===== src/hw/rtl/srts_pkg.sv =====
// Shared types and constants for the shortest-remaining-time scheduler.
package srts_pkg;

  localparam int TIME_W = 16;
  localparam int ID_W   = 8;
  localparam int SLOT_W = 4;

  localparam logic [TIME_W-1:0] TIME_MAX = '1;

  // Result status codes.
  localparam logic [1:0] STAT_OK   = 2'd0;
  localparam logic [1:0] STAT_FULL = 2'd1;
  localparam logic [1:0] STAT_ZERO = 2'd2;
  localparam logic [1:0] STAT_IDLE = 2'd3;

  // Item mode codes.
  localparam logic MODE_LOAD = 1'b0;
  localparam logic MODE_TICK = 1'b1;

  typedef struct packed {
    logic              mode;
    logic [ID_W-1:0]   process_id;
    logic [TIME_W-1:0] arrival_time;
    logic [TIME_W-1:0] burst_time;
  } srts_item_t;

  typedef struct packed {
    logic [1:0]        status;
    logic              ran;
    logic [SLOT_W-1:0] slot;
    logic [ID_W-1:0]   served_id;
    logic              finished;
    logic [TIME_W-1:0] finish_time;
    logic [TIME_W-1:0] turnaround;
    logic [TIME_W-1:0] waiting;
    logic              all_done;
  } srts_result_t;

  // One process table entry as held in the table RAM.
  typedef struct packed {
    logic [ID_W-1:0]   id;
    logic [TIME_W-1:0] arrival;
    logic [TIME_W-1:0] burst;
    logic [TIME_W-1:0] remaining;
    logic              done;
  } srts_entry_t;

  typedef struct packed {
    logic capture;
    logic load;
    logic scan;
    logic serve;
    logic calc;
    logic emit;
  } srts_cmd_t;

  typedef struct packed {
    logic scan_done;
    logic out_busy;
  } srts_stat_t;

endpackage


===== src/hw/rtl/srts_ram.sv =====
// Generic single-write, single-read RAM with registered read data.
module srts_ram #(
  parameter int WIDTH = 8,
  parameter int DEPTH = 16
) (
  input  logic                     clk,
  input  logic                     we,
  input  logic [$clog2(DEPTH)-1:0] waddr,
  input  logic [WIDTH-1:0]         wdata,
  input  logic [$clog2(DEPTH)-1:0] raddr,
  output logic [WIDTH-1:0]         rdata
);

  logic [WIDTH-1:0] mem [DEPTH];

  always_ff @(posedge clk) begin
    if (we) begin
      mem[waddr] <= wdata;
    end
    rdata <= mem[raddr];
  end

endmodule


===== src/hw/rtl/srts_ctrl.sv =====
// Controller state machine: sequences load, table scan, service and result beat.
module srts_ctrl (
  input  logic                clk,
  input  logic                rst,
  input  logic                item_valid,
  input  logic                item_mode,
  output logic                item_stall,
  input  srts_pkg::srts_stat_t stat,
  output srts_pkg::srts_cmd_t  cmd
);

  typedef enum logic [6:0] {
    S_IDLE  = 7'b0000001,
    S_LOAD  = 7'b0000010,
    S_SCAN  = 7'b0000100,
    S_SERVE = 7'b0001000,
    S_CALC  = 7'b0010000,
    S_EMIT  = 7'b0100000,
    S_SPARE = 7'b1000000
  } state_t;

  state_t state, state_next;

  assign item_stall = (state != S_IDLE);

  always_comb begin
    state_next  = state;
    cmd         = '0;
    case (state)
      S_IDLE: begin
        if (item_valid) begin
          cmd.capture = 1'b1;
          state_next  = (item_mode == srts_pkg::MODE_LOAD) ? S_LOAD : S_SCAN;
        end
      end
      S_LOAD: begin
        cmd.load   = 1'b1;
        state_next = S_EMIT;
      end
      S_SCAN: begin
        cmd.scan = 1'b1;
        if (stat.scan_done) begin
          state_next = S_SERVE;
        end
      end
      S_SERVE: begin
        cmd.serve  = 1'b1;
        state_next = S_CALC;
      end
      S_CALC: begin
        cmd.calc   = 1'b1;
        state_next = S_EMIT;
      end
      S_EMIT: begin
        if (!stat.out_busy) begin
          cmd.emit   = 1'b1;
          state_next = S_IDLE;
        end
      end
      default: begin
        state_next = S_IDLE;
      end
    endcase
  end

  always_ff @(posedge clk) begin
    if (rst) begin
      state <= S_IDLE;
    end else begin
      state <= state_next;
    end
  end

endmodule


===== src/hw/rtl/srts_datapath.sv =====
// Datapath: process table, scan comparator, time keeping and result register.
module srts_datapath #(
  parameter int MAX_PROCS = 16
) (
  input  logic                  clk,
  input  logic                  rst,
  input  srts_pkg::srts_item_t  item,
  input  srts_pkg::srts_cmd_t   cmd,
  output srts_pkg::srts_stat_t  stat,
  output logic                  result_valid,
  input  logic                  result_stall,
  output srts_pkg::srts_result_t result
);

  localparam int AW = $clog2(MAX_PROCS);
  localparam int CW = $clog2(MAX_PROCS + 1);
  localparam int EW = $bits(srts_pkg::srts_entry_t);
  localparam logic [CW-1:0] FULL_COUNT = CW'(MAX_PROCS);

  srts_pkg::srts_item_t  cur;
  logic [CW-1:0]         count;
  logic [CW-1:0]         done_count;
  logic [srts_pkg::TIME_W-1:0] cur_time;
  logic [srts_pkg::TIME_W-1:0] time_new;

  logic [CW-1:0]         idx;
  logic                  rd_vld;
  logic [AW-1:0]         rd_slot;
  logic                  found;
  logic [AW-1:0]         best_slot;
  srts_pkg::srts_entry_t best;
  srts_pkg::srts_entry_t rd_entry;
  srts_pkg::srts_entry_t wr_entry;
  logic [AW-1:0]         wr_addr;
  logic                  we;
  logic                  fin;

  logic [1:0]                  res_status;
  logic                        res_ran;
  logic [srts_pkg::SLOT_W-1:0] res_slot;
  logic [srts_pkg::ID_W-1:0]   res_id;
  logic                        res_finished;
  logic [srts_pkg::TIME_W-1:0] res_finish;
  logic [srts_pkg::TIME_W-1:0] res_turn;
  logic [srts_pkg::TIME_W-1:0] res_wait;

  logic load_ok;
  logic better;

  assign time_new = (cur_time == srts_pkg::TIME_MAX) ? cur_time : cur_time + 1'b1;
  assign load_ok  = (count != FULL_COUNT) && (cur.burst_time != '0);
  assign fin      = (best.remaining == srts_pkg::TIME_W'(1));
  assign better   = !rd_entry.done && (rd_entry.arrival <= cur_time) &&
                    (!found || (rd_entry.remaining < best.remaining));

  // Write port: new entry on load, updated entry on service.
  always_comb begin
    we       = 1'b0;
    wr_addr  = best_slot;
    wr_entry = best;
    if (cmd.load) begin
      we                 = load_ok;
      wr_addr            = count[AW-1:0];
      wr_entry.id        = cur.process_id;
      wr_entry.arrival   = cur.arrival_time;
      wr_entry.burst     = cur.burst_time;
      wr_entry.remaining = cur.burst_time;
      wr_entry.done      = 1'b0;
    end else if (cmd.serve) begin
      we                 = found;
      wr_entry.remaining = best.remaining - 1'b1;
      wr_entry.done      = fin;
    end
  end

  srts_ram #(
    .WIDTH (EW),
    .DEPTH (MAX_PROCS)
  ) u_table (
    .clk   (clk),
    .we    (we),
    .waddr (wr_addr),
    .wdata (wr_entry),
    .raddr (idx[AW-1:0]),
    .rdata (rd_entry)
  );

  assign stat.scan_done = (idx == count) && !rd_vld;
  assign stat.out_busy  = result_valid && result_stall;

  always_ff @(posedge clk) begin
    if (rst) begin
      count      <= '0;
      done_count <= '0;
      cur_time   <= '0;
      rd_vld     <= 1'b0;
      found      <= 1'b0;
      idx        <= '0;
    end else begin
      if (cmd.capture) begin
        idx    <= '0;
        rd_vld <= 1'b0;
        found  <= 1'b0;
      end
      if (cmd.load && load_ok) begin
        count <= count + 1'b1;
      end
      if (cmd.scan) begin
        if (idx < count) begin
          idx    <= idx + 1'b1;
          rd_vld <= 1'b1;
        end else begin
          rd_vld <= 1'b0;
        end
        if (rd_vld && better) begin
          found <= 1'b1;
        end
      end
      if (cmd.serve) begin
        cur_time <= time_new;
        if (found && fin) begin
          done_count <= done_count + 1'b1;
        end
      end
    end
  end

  // Payload registers.
  always_ff @(posedge clk) begin
    if (cmd.capture) begin
      cur <= item;
    end
    if (cmd.scan) begin
      rd_slot <= idx[AW-1:0];
      if (rd_vld && better) begin
        best      <= rd_entry;
        best_slot <= rd_slot;
      end
    end
    if (cmd.load) begin
      res_ran      <= 1'b0;
      res_finished <= 1'b0;
      res_finish   <= '0;
      res_turn     <= '0;
      res_wait     <= '0;
      if (count == FULL_COUNT) begin
        res_status <= srts_pkg::STAT_FULL;
      end else if (cur.burst_time == '0) begin
        res_status <= srts_pkg::STAT_ZERO;
      end else begin
        res_status <= srts_pkg::STAT_OK;
      end
      res_slot <= load_ok ? srts_pkg::SLOT_W'(count) : '0;
      res_id   <= load_ok ? cur.process_id : '0;
    end
    if (cmd.serve) begin
      if (found) begin
        res_status   <= srts_pkg::STAT_OK;
        res_ran      <= 1'b1;
        res_slot     <= srts_pkg::SLOT_W'(best_slot);
        res_id       <= best.id;
        res_finished <= fin;
        res_finish   <= fin ? time_new : '0;
        res_turn     <= fin ? time_new - best.arrival : '0;
      end else begin
        res_status   <= srts_pkg::STAT_IDLE;
        res_ran      <= 1'b0;
        res_slot     <= '0;
        res_id       <= '0;
        res_finished <= 1'b0;
        res_finish   <= '0;
        res_turn     <= '0;
      end
    end
    if (cmd.calc) begin
      res_wait <= (res_finished && (res_turn >= best.burst)) ? res_turn - best.burst : '0;
    end
    if (cmd.emit) begin
      result.status      <= res_status;
      result.ran         <= res_ran;
      result.slot        <= res_slot;
      result.served_id   <= res_id;
      result.finished    <= res_finished;
      result.finish_time <= res_finish;
      result.turnaround  <= res_turn;
      result.waiting     <= res_wait;
      result.all_done    <= (done_count == count);
    end
  end

  // Output register: hold a stalled beat, drop it once taken.
  always_ff @(posedge clk) begin
    if (rst) begin
      result_valid <= 1'b0;
    end else if (cmd.emit) begin
      result_valid <= 1'b1;
    end else if (!result_stall) begin
      result_valid <= 1'b0;
    end
  end

endmodule


===== src/hw/rtl/shortest_remaining_time_scheduler_core.sv =====
// Load item: captured when idle, then the load and emit states put its result beat in the output register.
// Tick item: captured when idle, then the one-entry-a-cycle table scan through the RAM read port,
// at most MAX_PROCS entries, then the serve, calc and emit states build its result beat.
// One item is in work at a time; the next is taken once the previous reaches the output
// register, which holds its beat while the result side stalls.
// Reset clears process count, done count, current time and handshake; the table is kept.
module shortest_remaining_time_scheduler_core #(
  parameter int MAX_PROCS = 16
) (
  input  logic                   clk,
  input  logic                   rst,
  input  logic                   item_valid,
  output logic                   item_stall,
  input  srts_pkg::srts_item_t   item,
  output logic                   result_valid,
  input  logic                   result_stall,
  output srts_pkg::srts_result_t result
);

  // Commands from the controller, status back from the datapath.
  srts_pkg::srts_cmd_t  cmd;
  srts_pkg::srts_stat_t stat;

  // Controller: idle, load, scan, serve, calc, emit. Accepts an item only when idle.
  srts_ctrl u_ctrl (
    .clk        (clk),
    .rst        (rst),
    .item_valid (item_valid),
    .item_mode  (item.mode),
    .item_stall (item_stall),
    .stat       (stat),
    .cmd        (cmd)
  );

  // Datapath: table RAM, minimum-remaining search, completion figures, result beat.
  srts_datapath #(
    .MAX_PROCS (MAX_PROCS)
  ) u_dp (
    .clk          (clk),
    .rst          (rst),
    .item         (item),
    .cmd          (cmd),
    .stat         (stat),
    .result_valid (result_valid),
    .result_stall (result_stall),
    .result       (result)
  );

endmodule


===== config.mk =====
export PLATFORM = sky130hd
export DESIGN_NAME = shortest_remaining_time_scheduler_core
export DESIGN_NICKNAME = d
export VERILOG_FILES = /design/src/hw/rtl/srts_pkg.sv /design/src/hw/rtl/srts_ram.sv /design/src/hw/rtl/srts_ctrl.sv /design/src/hw/rtl/srts_datapath.sv /design/src/hw/rtl/shortest_remaining_time_scheduler_core.sv
export SDC_FILE = /design/constraint.sdc
export NUM_CORES = 1
export LEC_CHECK = 0
export CAP_MARGIN = 30
export CORE_UTILIZATION = 30
export DETAILED_ROUTE_END_ITERATION = 10
export DONT_BUFFER_PORTS = 1
export MAX_ROUTING_LAYER = met4
export PLACE_DENSITY = 0.41
export SYNTH_ARGS = -nofsm -noshare
export SYNTH_HDL_FRONTEND = slang
export SYNTH_SLANG_ARGS = --single-unit

===== constraint.sdc =====
create_clock -name clk -period 7.01 [get_ports clk]
set_input_delay 1.0515 -clock clk [delete_from_list [all_inputs] [get_ports clk]]
set_output_delay 1.0515 -clock clk [all_outputs]
set_load 0.03 [all_outputs]

==> results of run 1 <==
## logic make-up (layout without fill, tap and decap cells)
group / Yosys count / count (layout) / share of synthesized area [%]
flip-flops: 1243 / 1243 / 75.3
AND/OR/NAND/NOR: 373 / 373 / 3.84
multiplexers: 291 / 291 / 13.4
AO/OA/AOI/OAI: 214 / 214 / 2.84
buffers and inverters: 185 / 442 / 1.52
adder cells (fa/ha/maj): 76 / 76 / 2.00
XOR/XNOR: 58 / 58 / 1.05
other: 0 / 8 / 0
## power breakdown
part           internal, mW  switching (mW)  total (mW)
Clock                  4.10            3.09        7.19
Sequential             8.05          0.0205        8.08
Combinational        0.0300          0.0932       0.123
## sequential cells by signal, summed over array words and instances (netlist names), 6 cells and up
name and cells:
u_dp.u_table.mem 912, u_dp.result 65, u_dp.best 57, u_dp.u_table.rdata 57, u_dp.cur 40, u_dp.cur_time 16, u_dp.res_finish 16, u_dp.res_turn 16
u_dp.res_wait 16, u_dp.res_id 8, u_ctrl.state 6
## area by class of cell
class | count | share of cell area (%)
Tap cell | 2146 | 4.78
Sequential cell | 1243 | 64.8
Antenna cell | 8 | 0.0357
Inverter | 87 | 0.582
Clock inverter | 65 | 1.33
Clock buffer | 193 | 6.79
Multi-Input combinational cell | 1012 | 20.2
Timing Repair Buffer | 97 | 1.52
## metrics by stage
stage | std cells | area [µm²] | worst slack (ps) | hold slack [ps]
finish | 4851 | 56100 | 2510 | 356
global placement | 4570 | 51400 | 2450 | 387
detailed placement | 4578 | 51500 | 2470 | 389
floorplan | 2440 | 48300 | 423 | 386
CTS | 4836 | 56100 | 2440 | 270
global route | 4849 | 56100 | 2280 | 295
## layer usage
layer | wire, µm | track usage, % | up-vias
li1 | - | - | 10184
met1 | 59900 | 22.6 | 12581
met2 | 61100 | 25.5 | 600
met3 | 6770 | 3.52 | 189
met4 | 2910 | 4.21 | 0
met5 | 0 | - | -
## cells in the final DEF, fill, tap and decap left out, types with 19 or more instances in the layout
master,count
sky130_fd_sc_hd__edfxtp_1,1146
sky130_fd_sc_hd__nand3_1,26
sky130_fd_sc_hd__a21oi_1,44
sky130_fd_sc_hd__nor3_1,42
sky130_fd_sc_hd__inv_1,85
sky130_fd_sc_hd__nand2_1,104
sky130_fd_sc_hd__clkbuf_1,43
sky130_fd_sc_hd__o21ai_0,54
sky130_fd_sc_hd__xnor2_1,48
sky130_fd_sc_hd__clkbuf_16,141
sky130_fd_sc_hd__dfxtp_1,93
sky130_fd_sc_hd__clkinv_1,19
sky130_fd_sc_hd__buf_4,87
sky130_fd_sc_hd__mux4_2,285
sky130_fd_sc_hd__ha_1,74
sky130_fd_sc_hd__a21o_1,22
sky130_fd_sc_hd__nor2_1,72
## how the worst max path moves through the flow
| stage | from | endpoint | slack, ps | cells after the start |
|---|---|---|---|---|
| 2_1_floorplan | u_dp.cur_time[1] | u_dp.best[0] | 420 | 9 |
| 3_3_place_gp | u_ctrl.state[0] | u_dp.u_table.mem[2][40] | 2450 | 8 |
| 3_5_place_dp | u_ctrl.state[0] | u_dp.u_table.mem[3][35] | 2470 | 8 |
| 4_1_cts | u_ctrl.state[0] | u_dp.u_table.mem[3][27] | 2440 | 8 |
| 5_1_grt | u_ctrl.state[0] | u_dp.u_table.mem[3][33] | 2280 | 8 |
| 6_report | u_ctrl.state[0] | u_dp.u_table.mem[6][28] | 2510 | 8 |
==> out/metrics.csv, run 1 <==
stage,metric,value,unit
outcome,result of the run,finished clean,
floorplanning,DIE AREA,162000,µm²
logic_synthesis,Area contributors post-synth,"sky130_fd_sc_hd__edfxtp_1, sky130_fd_sc_hd__mux4_2, sky130_fd_sc_hd__dfxtp_1",
layout,fraction of layout instances using a drive strength above 1,23.0,%
layout,Final Net Count,2703,
placement,GPL Wtd Cong,0.801,
routing,via count,23554,
worst_setup_path,setup slack of the worst register-to-register path,2510,ps
routing,drt wl/cell,26.9,µm
worst_setup_path,cell depth of the worst flop-to-flop path,8,
worst_setup_path,slowest stage cell on the critical path,sky130_fd_sc_hd__nor2_4,
worst_setup_path,Setup CP Type,reg -> reg,
timing,total of endpoints with negative setup slack in the final report,0,
worst_setup_path,top cell family by delay on the critical path,simple AND/OR/NAND/NOR gates,
timing,endpoints failing hold,0,
clocking,maximum root-to-sink buffer count,3,
logic_synthesis,Synth Area per Inst,19.8,µm²
power,worst supply voltage drop on vdd,0.255,mV
logic_synthesis,total nets after synthesis,2561,
power,final total power,15.4,mW
worst_setup_path,maximum fanout encountered on the critical timing path,37,
routing,"antenna viol nets, final",0,
hold_path,type of the worst min-delay path,in -> reg,
logic_synthesis,cell type contributing the most total cell area after synthesis,sky130_fd_sc_hd__edfxtp_1,
worst_setup_path,number of buffers and inverters on the critical path,2,
logic_synthesis,top flip-flop cell by instance count after synthesis,sky130_fd_sc_hd__edfxtp_1,
clocking,hold buffer count at cts,0,
power,power per standard cell area,274,nW/µm²
layout,number of filler cells placed in the layout,14738,
worst_setup_path,"critical path, cell by cell","nor4_1, and3b_1, buf_4, and2_1, nor2_1, or3b_4, nor2_4, buf_4",
routing,number of DRC markers in iteration 0,1840,
logic_synthesis,"flops & latches, synth",1243,
timing,post-route clock skew,73.2,ps
floorplanning,total I/O pin count,112,
clocking,cell chosen for the clock root,sky130_fd_sc_hd__clkbuf_16,
worst_setup_path,Critical Path Sink Type,flip-flop,
global_route,first-pass GRT wire length,186000,µm
layout,sequential standard cell area,36400,µm²
logic_synthesis,number of synthesized flops with an enable pin,1146,
timing,Worst slew margin,32.3,%
routing,Residual DRC,0,
placement,HPWL after detailed placement,83200,µm
floorplanning,Vert. Die Dim,403,µm
timing,highest attainable clock frequency,222,MHz
timing,RSZ-0062 raised after global routing,false,
timing,post-layout minimum cycle time,4500,ps
worst_setup_path,maximum cell stage delay along the critical path,720,ps
floorplanning,Starting Density,30.3,%
timing,crit share post-route,64.3,%
logic_synthesis,sequential-to-total area share from yosys stat,75.3,%
clocking,H-Tree Level Count,4,
layout,area used by multi-input combinational logic,11300,µm²
timing,max-slew violation total from the final report,0,
global_route,Global Route Usage Sum,16.7,%
clocking,clock transition at the register clock pins on the worst setup and hold paths after CTS,50,ps
worst_setup_path,reg-to-reg critical path endpoint,u_dp.u_table.mem[6][28],
run,Max-cap violations,0,
clocking,source-to-sink clock delay at the later pin of the worst-skew pair,790,ps
placement,buffers added on ports,0,
routing,Routed WL,131000,µm
worst_setup_path,Worst Setup Start Kind,flip-flop,
hold_path,hold-critical path endpoint,u_ctrl.state[1],
global_route,vias in the first global route,24725,
worst_setup_path,Crit path top cell by count,sky130_fd_sc_hd__buf_4,
logic_synthesis,share of flip-flops with an asynchronous set or reset after synthesis,0,%
timing,slew of the pin with the lowest slew margin,1010,ps
floorplanning,die boundary width,403,µm
power,static leakage power,17.4,nW
routing,first drt pass iteration count,5,
clocking,number of buffers inserted by post-CTS setup repair,0,
worst_setup_path,Worst Path Arrival,4860,ps
timing,final sum of negative setup slack,0,ps
floorplanning,std cell rows,146,
logic_synthesis,cell area after technology mapping,48300,µm²
logic_synthesis,Yosys cell types,67,
layout,final design utilization,35.3,%
clocking,number of gates resized after CTS,0,
clocking,clock tree from TritonCTS,done,
clocking,TritonCTS Buffers,141,
floorplanning,placeable core area,159000,µm²
logic_synthesis,leading cell types by count after synthesis,"sky130_fd_sc_hd__edfxtp_1, sky130_fd_sc_hd__mux4_2, sky130_fd_sc_hd__nand2_1",
hold_path,hold path start,item[40],
routing,detail-routed via count per cell,4.86,
logic_synthesis,area share of the leading cell type in the synthesized netlist,71.3,%
worst_setup_path,CP required,7360,ps
hold_path,number of cells traversed by the worst hold path,1,
global_route,maximum number of pins on one net before global-route repair,115,
logic_synthesis,leading cell type by number of instances after synthesis,sky130_fd_sc_hd__edfxtp_1,
clocking,number of clock sinks,1243,
logic_synthesis,post-synthesis cell count,2440,
global_route,number of antenna violations at the first check in global routing,30,
worst_setup_path,Crit Reg-Reg Startpoint,u_ctrl.state[0],
logic_synthesis,synth warn,0,
layout,synthesis-to-layout area growth,16.3,%
global_route,global route total overflow,0,
(Power assumes the default switching activity.)
==> run 2, diff against run 1 <==
Settings changed: PLACE_DENSITY 0.41 to 0.4.
Clock period 7.01 ns to 4.65 ns, I/O delays scaled along.
==> out/metrics.csv, run 2 (synthesis gave the netlist of run 1 again) <==
stage,metric,value,unit
routing,drt wl/cell,27.7,µm
routing,top routing layer in use,met4,
power,power per standard cell area,407,nW/µm²
worst_setup_path,Critical Path Sink Type,flip-flop,
clocking,clock transition at the register clock pins on the worst setup and hold paths after CTS,60,ps
timing,final sum of negative setup slack,0,ps
worst_setup_path,Setup CP Type,reg -> reg,
power,worst supply voltage drop on vdd,0.331,mV
routing,"antenna viol nets, final",0,
layout,fraction of layout instances using a drive strength above 1,23.1,%
layout,area used by multi-input combinational logic,11300,µm²
timing,endpoints failing hold,0,
worst_setup_path,cell depth of the worst flop-to-flop path,13,
floorplanning,total I/O pin count,112,
routing,via count,23917,
clocking,maximum root-to-sink buffer count,3,
worst_setup_path,Worst Setup Start Kind,flip-flop,
power,final total power,23.1,mW
clocking,TritonCTS Buffers,139,
layout,sequential standard cell area,36400,µm²
routing,number of DRC markers in iteration 0,1857,
floorplanning,die boundary width,403,µm
routing,Residual DRC,0,
worst_setup_path,maximum fanout encountered on the critical timing path,7,
floorplanning,Starting Density,30.3,%
hold_path,type of the worst min-delay path,in -> reg,
floorplanning,std cell rows,146,
timing,RSZ-0062 raised after global routing,false,
floorplanning,DIE AREA,162000,µm²
floorplanning,placeable core area,159000,µm²
timing,max-slew violation total from the final report,0,
clocking,H-Tree Level Count,4,
layout,"leading cell type in the layout, fill and taps excluded",sky130_fd_sc_hd__edfxtp_1,
clocking,source-to-sink clock delay at the later pin of the worst-skew pair,780,ps
routing,first drt pass iteration count,5,
layout,number of filler cells placed in the layout,14666,
layout,"commonest cells after routing, fill and taps aside","sky130_fd_sc_hd__edfxtp_1, sky130_fd_sc_hd__mux4_2, sky130_fd_sc_hd__clkbuf_16",
worst_setup_path,CP required,5160,ps
timing,post-route clock skew,36.2,ps
global_route,Global Route Usage Sum,17.3,%
routing,detail-routed via count per cell,4.87,
timing,total of endpoints with negative setup slack in the final report,0,
outcome,result of the run,finished clean,
clocking,cell chosen for the clock root,sky130_fd_sc_hd__clkbuf_16,
clocking,number of gates resized after CTS,0,
global_route,number of antenna violations at the first check in global routing,13,
placement,GPL Wtd Cong,0.821,
routing,Routed WL,136000,µm
power,static leakage power,17.8,nW
timing,post-layout minimum cycle time,4350,ps
placement,HPWL after detailed placement,78800,µm
timing,slew of the pin with the lowest slew margin,1000,ps
global_route,vias in the first global route,24859,
layout,largest registers ranked by flip-flop count,"u_dp.u_table.mem x912, u_dp.result x65",
global_route,maximum number of pins on one net before global-route repair,85,
timing,highest attainable clock frequency,230,MHz
global_route,global route total overflow,0,
layout,number of flip-flops in the largest register,912,
routing,met2 WL,65500,µm
routing,wire length on met3,5850,µm
worst_setup_path,setup slack of the worst register-to-register path,300,ps
placement,buffers added on ports,0,
layout,Final Net Count,2763,
timing,crit share post-route,93.6,%
clocking,clock tree from TritonCTS,done,
layout,largest reg by FF count,u_dp.u_table.mem,
hold_path,number of cells traversed by the worst hold path,2,
routing,met1 layer wirelength in the final routing,62200,µm
clocking,number of clock sinks,1243,
floorplanning,Vert. Die Dim,403,µm
global_route,first-pass GRT wire length,192000,µm
layout,synthesis-to-layout area growth,17.6,%
timing,Worst slew margin,33.1,%
worst_setup_path,Worst Path Arrival,4860,ps
run,Max-cap violations,0,
## run 2: cell count changes in the layout (fill, tap and decap cells not counted), sizes merged
cell         change
clkbuf           -5
diode            +1
inv              -2
clkinvlp         -2
buf             +21
dlygate4sd3     +42
bufinv           +2
## run 2: per-stage QoR
step	hold slack (ps)	util (%)	cell area [µm²]	std cells	worst slack, ps
6_report	86.2	35.7	56800	4908	297
5_1_grt	66.8	35.7	56800	4908	73.4
4_1_cts	13.0	35.6	56700	4895	336
3_5_place_dp	390	32.6	51800	4600	373
3_3_place_gp	387	32.5	51800	4589	403
2_1_floorplan	386	-	48300	2440	-169
## run 2: timing repair
action / 4_1_cts / 5_1_grt
hold endpoints to repair: 67 / 0
buffers inserted: 0 / 0
hold buffers: 43 / 0
setup endpoints to repair: 0 / 0
## run 2: report_power, final
part           switching [mW]  internal, mW  leakage, nW  total [mW]
registers              0.0401          12.1         11.2        12.2
clock network            4.42          6.29         2.17        10.7
logic                   0.160        0.0731         4.45       0.233
total                    4.62          18.5         17.8        23.1
## run 2: critical path, stage by stage (launching register included)
cell                       delay, ps
sky130_fd_sc_hd__dfxtp_1         420
sky130_fd_sc_hd__nand3_2         170
sky130_fd_sc_hd__or3_1           480
sky130_fd_sc_hd__or4_1           660
sky130_fd_sc_hd__xnor2_1         210
sky130_fd_sc_hd__ha_1            230
sky130_fd_sc_hd__fa_1            420
sky130_fd_sc_hd__nor2b_1         180
sky130_fd_sc_hd__o21a_1          160
sky130_fd_sc_hd__o21ai_0         160
sky130_fd_sc_hd__a211oi_1        460
sky130_fd_sc_hd__o41ai_1         180
sky130_fd_sc_hd__and3_1          200
sky130_fd_sc_hd__o21a_1          160
## run 2: metal layers
layer / vias up / track usage [%]
li1: 10316 / -
met1: 12831 / 23.3
met2: 585 / 27.3
met3: 185 / 2.98
met4: 0 / 4.47
met5: - / -
## run 2: final timing paths
| check | start | end |
|---|---|---|
| worst max-delay path | u_dp.cur_time[3] | u_dp.res_turn[12] |
| worst min-delay path | item[40] | u_ctrl.state[2] |
| worst max register to register | u_dp.cur_time[3] | u_dp.res_turn[12] |
| worst min register to register | u_dp.u_table.rdata[19] | u_dp.best[19] |
## run 2: cell type report
type / count / area share (%)
sequential: 1243 / 64.1
multi-input combinational: 1012 / 20.0
clock buffer: 189 / 6.84
tap: 2146 / 4.73
timing repair buffer: 159 / 2.86
clock inverter: 63 / 0.952
inverter: 87 / 0.575
antenna: 9 / 0.0397
==> run 3, diff against run 2 <==
Settings changed: CTS_CLUSTER_SIZE set to 10, SLEW_MARGIN set to 20.
Clock period 4.65 ns to 4.5 ns, I/O delays scaled along.
==> out/metrics.csv, run 3 (synthesis gave the netlist of run 1 again) <==
stage,metric,value,unit
layout,area used by multi-input combinational logic,11300,µm²
routing,first drt pass iteration count,6,
worst_setup_path,Critical Path Sink Type,flip-flop,
clocking,number of clock sinks,1243,
global_route,maximum number of pins on one net before global-route repair,89,
layout,"commonest cells after routing, fill and taps aside","sky130_fd_sc_hd__edfxtp_1, sky130_fd_sc_hd__mux4_2, sky130_fd_sc_hd__clkbuf_16",
worst_setup_path,setup slack of the worst register-to-register path,360,ps
timing,endpoints failing hold,0,
worst_setup_path,Crit Reg-Reg Startpoint,u_dp.cur_time[3],
global_route,number of antenna violations at the first check in global routing,14,
placement,Placement Cell Area,51900,µm²
floorplanning,die boundary width,403,µm
placement,placed insts,4599,
timing,max-slew violation total from the final report,0,
hold_path,type of the worst min-delay path,in -> reg,
routing,"antenna viol nets, final",0,
layout,largest registers ranked by flip-flop count,"u_dp.u_table.mem x912, u_dp.result x65",
timing,RSZ-0062 raised after global routing,false,
placement,HPWL after detailed placement,79700,µm
layout,fraction of layout instances using a drive strength above 1,22.5,%
clocking,source-to-sink clock delay at the later pin of the worst-skew pair,780,ps
outcome,result of the run,finished clean,
clocking,clock transition at the register clock pins on the worst setup and hold paths after CTS,60,ps
timing,total of endpoints with negative setup slack in the final report,0,
layout,Final Instance Area,56900,µm²
layout,"leading cell type in the layout, fill and taps excluded",sky130_fd_sc_hd__edfxtp_1,
floorplanning,Vert. Die Dim,403,µm
clocking,H-Tree Level Count,4,
layout,largest reg by FF count,u_dp.u_table.mem,
placement,GPL Wtd Cong,0.787,
layout,Final Net Count,2776,
clocking,TritonCTS Buffers,149,
layout,number of filler cells placed in the layout,14685,
worst_setup_path,Worst Path Arrival,4670,ps
layout,non-filler cells in the finished layout,4926,
worst_setup_path,Setup crit start,u_dp.cur_time[3],
power,static leakage power,17.8,nW
worst_setup_path,Worst Setup Start Kind,flip-flop,
hold_path,hold path start,rst,
global_route,vias in the first global route,25048,
placement,buffers added on ports,0,
layout,sequential standard cell area,36400,µm²
clocking,cell chosen for the clock root,sky130_fd_sc_hd__clkbuf_16,
worst_setup_path,CP required,5030,ps
routing,Routed WL,134000,µm
timing,highest attainable clock frequency,242,MHz
floorplanning,placeable core area,159000,µm²
routing,drt wl/cell,27.3,µm
timing,post-layout minimum cycle time,4140,ps
clocking,clock tree from TritonCTS,done,
routing,Residual DRC,0,
timing,Worst slew margin,33.5,%
layout,number of flip-flops in the largest register,912,
worst_setup_path,maximum fanout encountered on the critical timing path,7,
clocking,maximum root-to-sink buffer count,3,
timing,final sum of negative setup slack,0,ps
worst_setup_path,Setup CP Type,reg -> reg,
global_route,Global Route Usage Sum,17.2,%
routing,detail-routed via count per cell,4.86,
floorplanning,total I/O pin count,112,
routing,via count,23949,
power,worst supply voltage drop on vdd,0.233,mV
timing,crit share post-route,92.0,%
power,power per standard cell area,420,nW/µm²
global_route,global route total overflow,0,
layout,synthesis-to-layout area growth,17.9,%
floorplanning,DIE AREA,162000,µm²
timing,slew of the pin with the lowest slew margin,997,ps
run,Max-cap violations,0,
floorplanning,std cell rows,146,
routing,number of DRC markers in iteration 0,1879,
floorplanning,Starting Density,30.3,%
global_route,first-pass GRT wire length,190000,µm
timing,post-route clock skew,27.2,ps
-- run 3: cell types whose count changed in the layout (fill, tap and decap cells not counted), sizes merged --
cell	previous run	this run
dlygate4sd3	42	43
bufinv	8	0
clkinv	47	16
clkbuf	189	253
diode	9	3
inv	92	93
clkinvlp	3	0
-- run 3: critical path, cell delays in order (launching register included) --
cell,delay (ps)
sky130_fd_sc_hd__dfxtp_1,410
sky130_fd_sc_hd__nand3_2,160
sky130_fd_sc_hd__or3_1,470
sky130_fd_sc_hd__or4_1,640
sky130_fd_sc_hd__xnor2_1,270
sky130_fd_sc_hd__ha_1,240
sky130_fd_sc_hd__fa_1,210
sky130_fd_sc_hd__nor2b_1,60
sky130_fd_sc_hd__o21a_1,190
sky130_fd_sc_hd__o21ai_1,290
sky130_fd_sc_hd__a211oi_2,160
sky130_fd_sc_hd__o41ai_1,470
sky130_fd_sc_hd__a21oi_1,120
sky130_fd_sc_hd__o21a_1,200
-- run 3: report_power, final --
group	switching, mW	total [mW]	internal [mW]
Sequential	0.0374	12.6	12.6
Combinational	0.160	0.238	0.0775
Clock	4.60	11.1	6.49
Total	4.80	23.9	19.1
-- run 3: per-layer routing --
metal  wire length (µm)  up-vias  global-route usage (%)
met4               2850        0                    4.86
met1              61100    12827                    22.8
met2              64500      595                    27.0
met3               6000      180                    3.05
li1                   -    10347                       -
met5                  0        -                       -
-- run 3: through the flow --
stage               util (%)  total power [mW]  hold slack (ps)  setup slack [ps]
floorplan                  -              12.9              386              -319
global placement        32.5              13.0              387               316
detailed placement      32.6              13.0              389               255
CTS                     35.7              24.3             13.6               226
global route            35.8              24.7             69.7              39.2
finish                  35.8              23.9             92.6               359
-- run 3: worst paths after layout --
kind / endpoint / depth (start not counted)
worst max-delay path: u_dp.res_turn[12] / 13
worst min-delay path: u_dp.found / 2
worst max register to register: u_dp.res_turn[12] / 13
worst min register to register: u_dp.best[21] / 0
-- run 3: timing repair --
action                     4_1_cts  5_1_grt
buffers inserted                 0        0
setup endpoints to repair        0        1
hold endpoints to repair        78        0
hold buffers                    44        0
resized for setup                0        2
-- run 3: cell type report --
class / instances / area share [%]
inverters: 87 / 0.574
repair buffers: 162 / 3.00
flip-flops and latches: 1243 / 63.9
diodes: 3 / 0.0132
multi-input cells: 1012 / 19.9
well taps: 2146 / 4.72
clock inverters: 22 / 0.303
clock buffers: 251 / 7.57
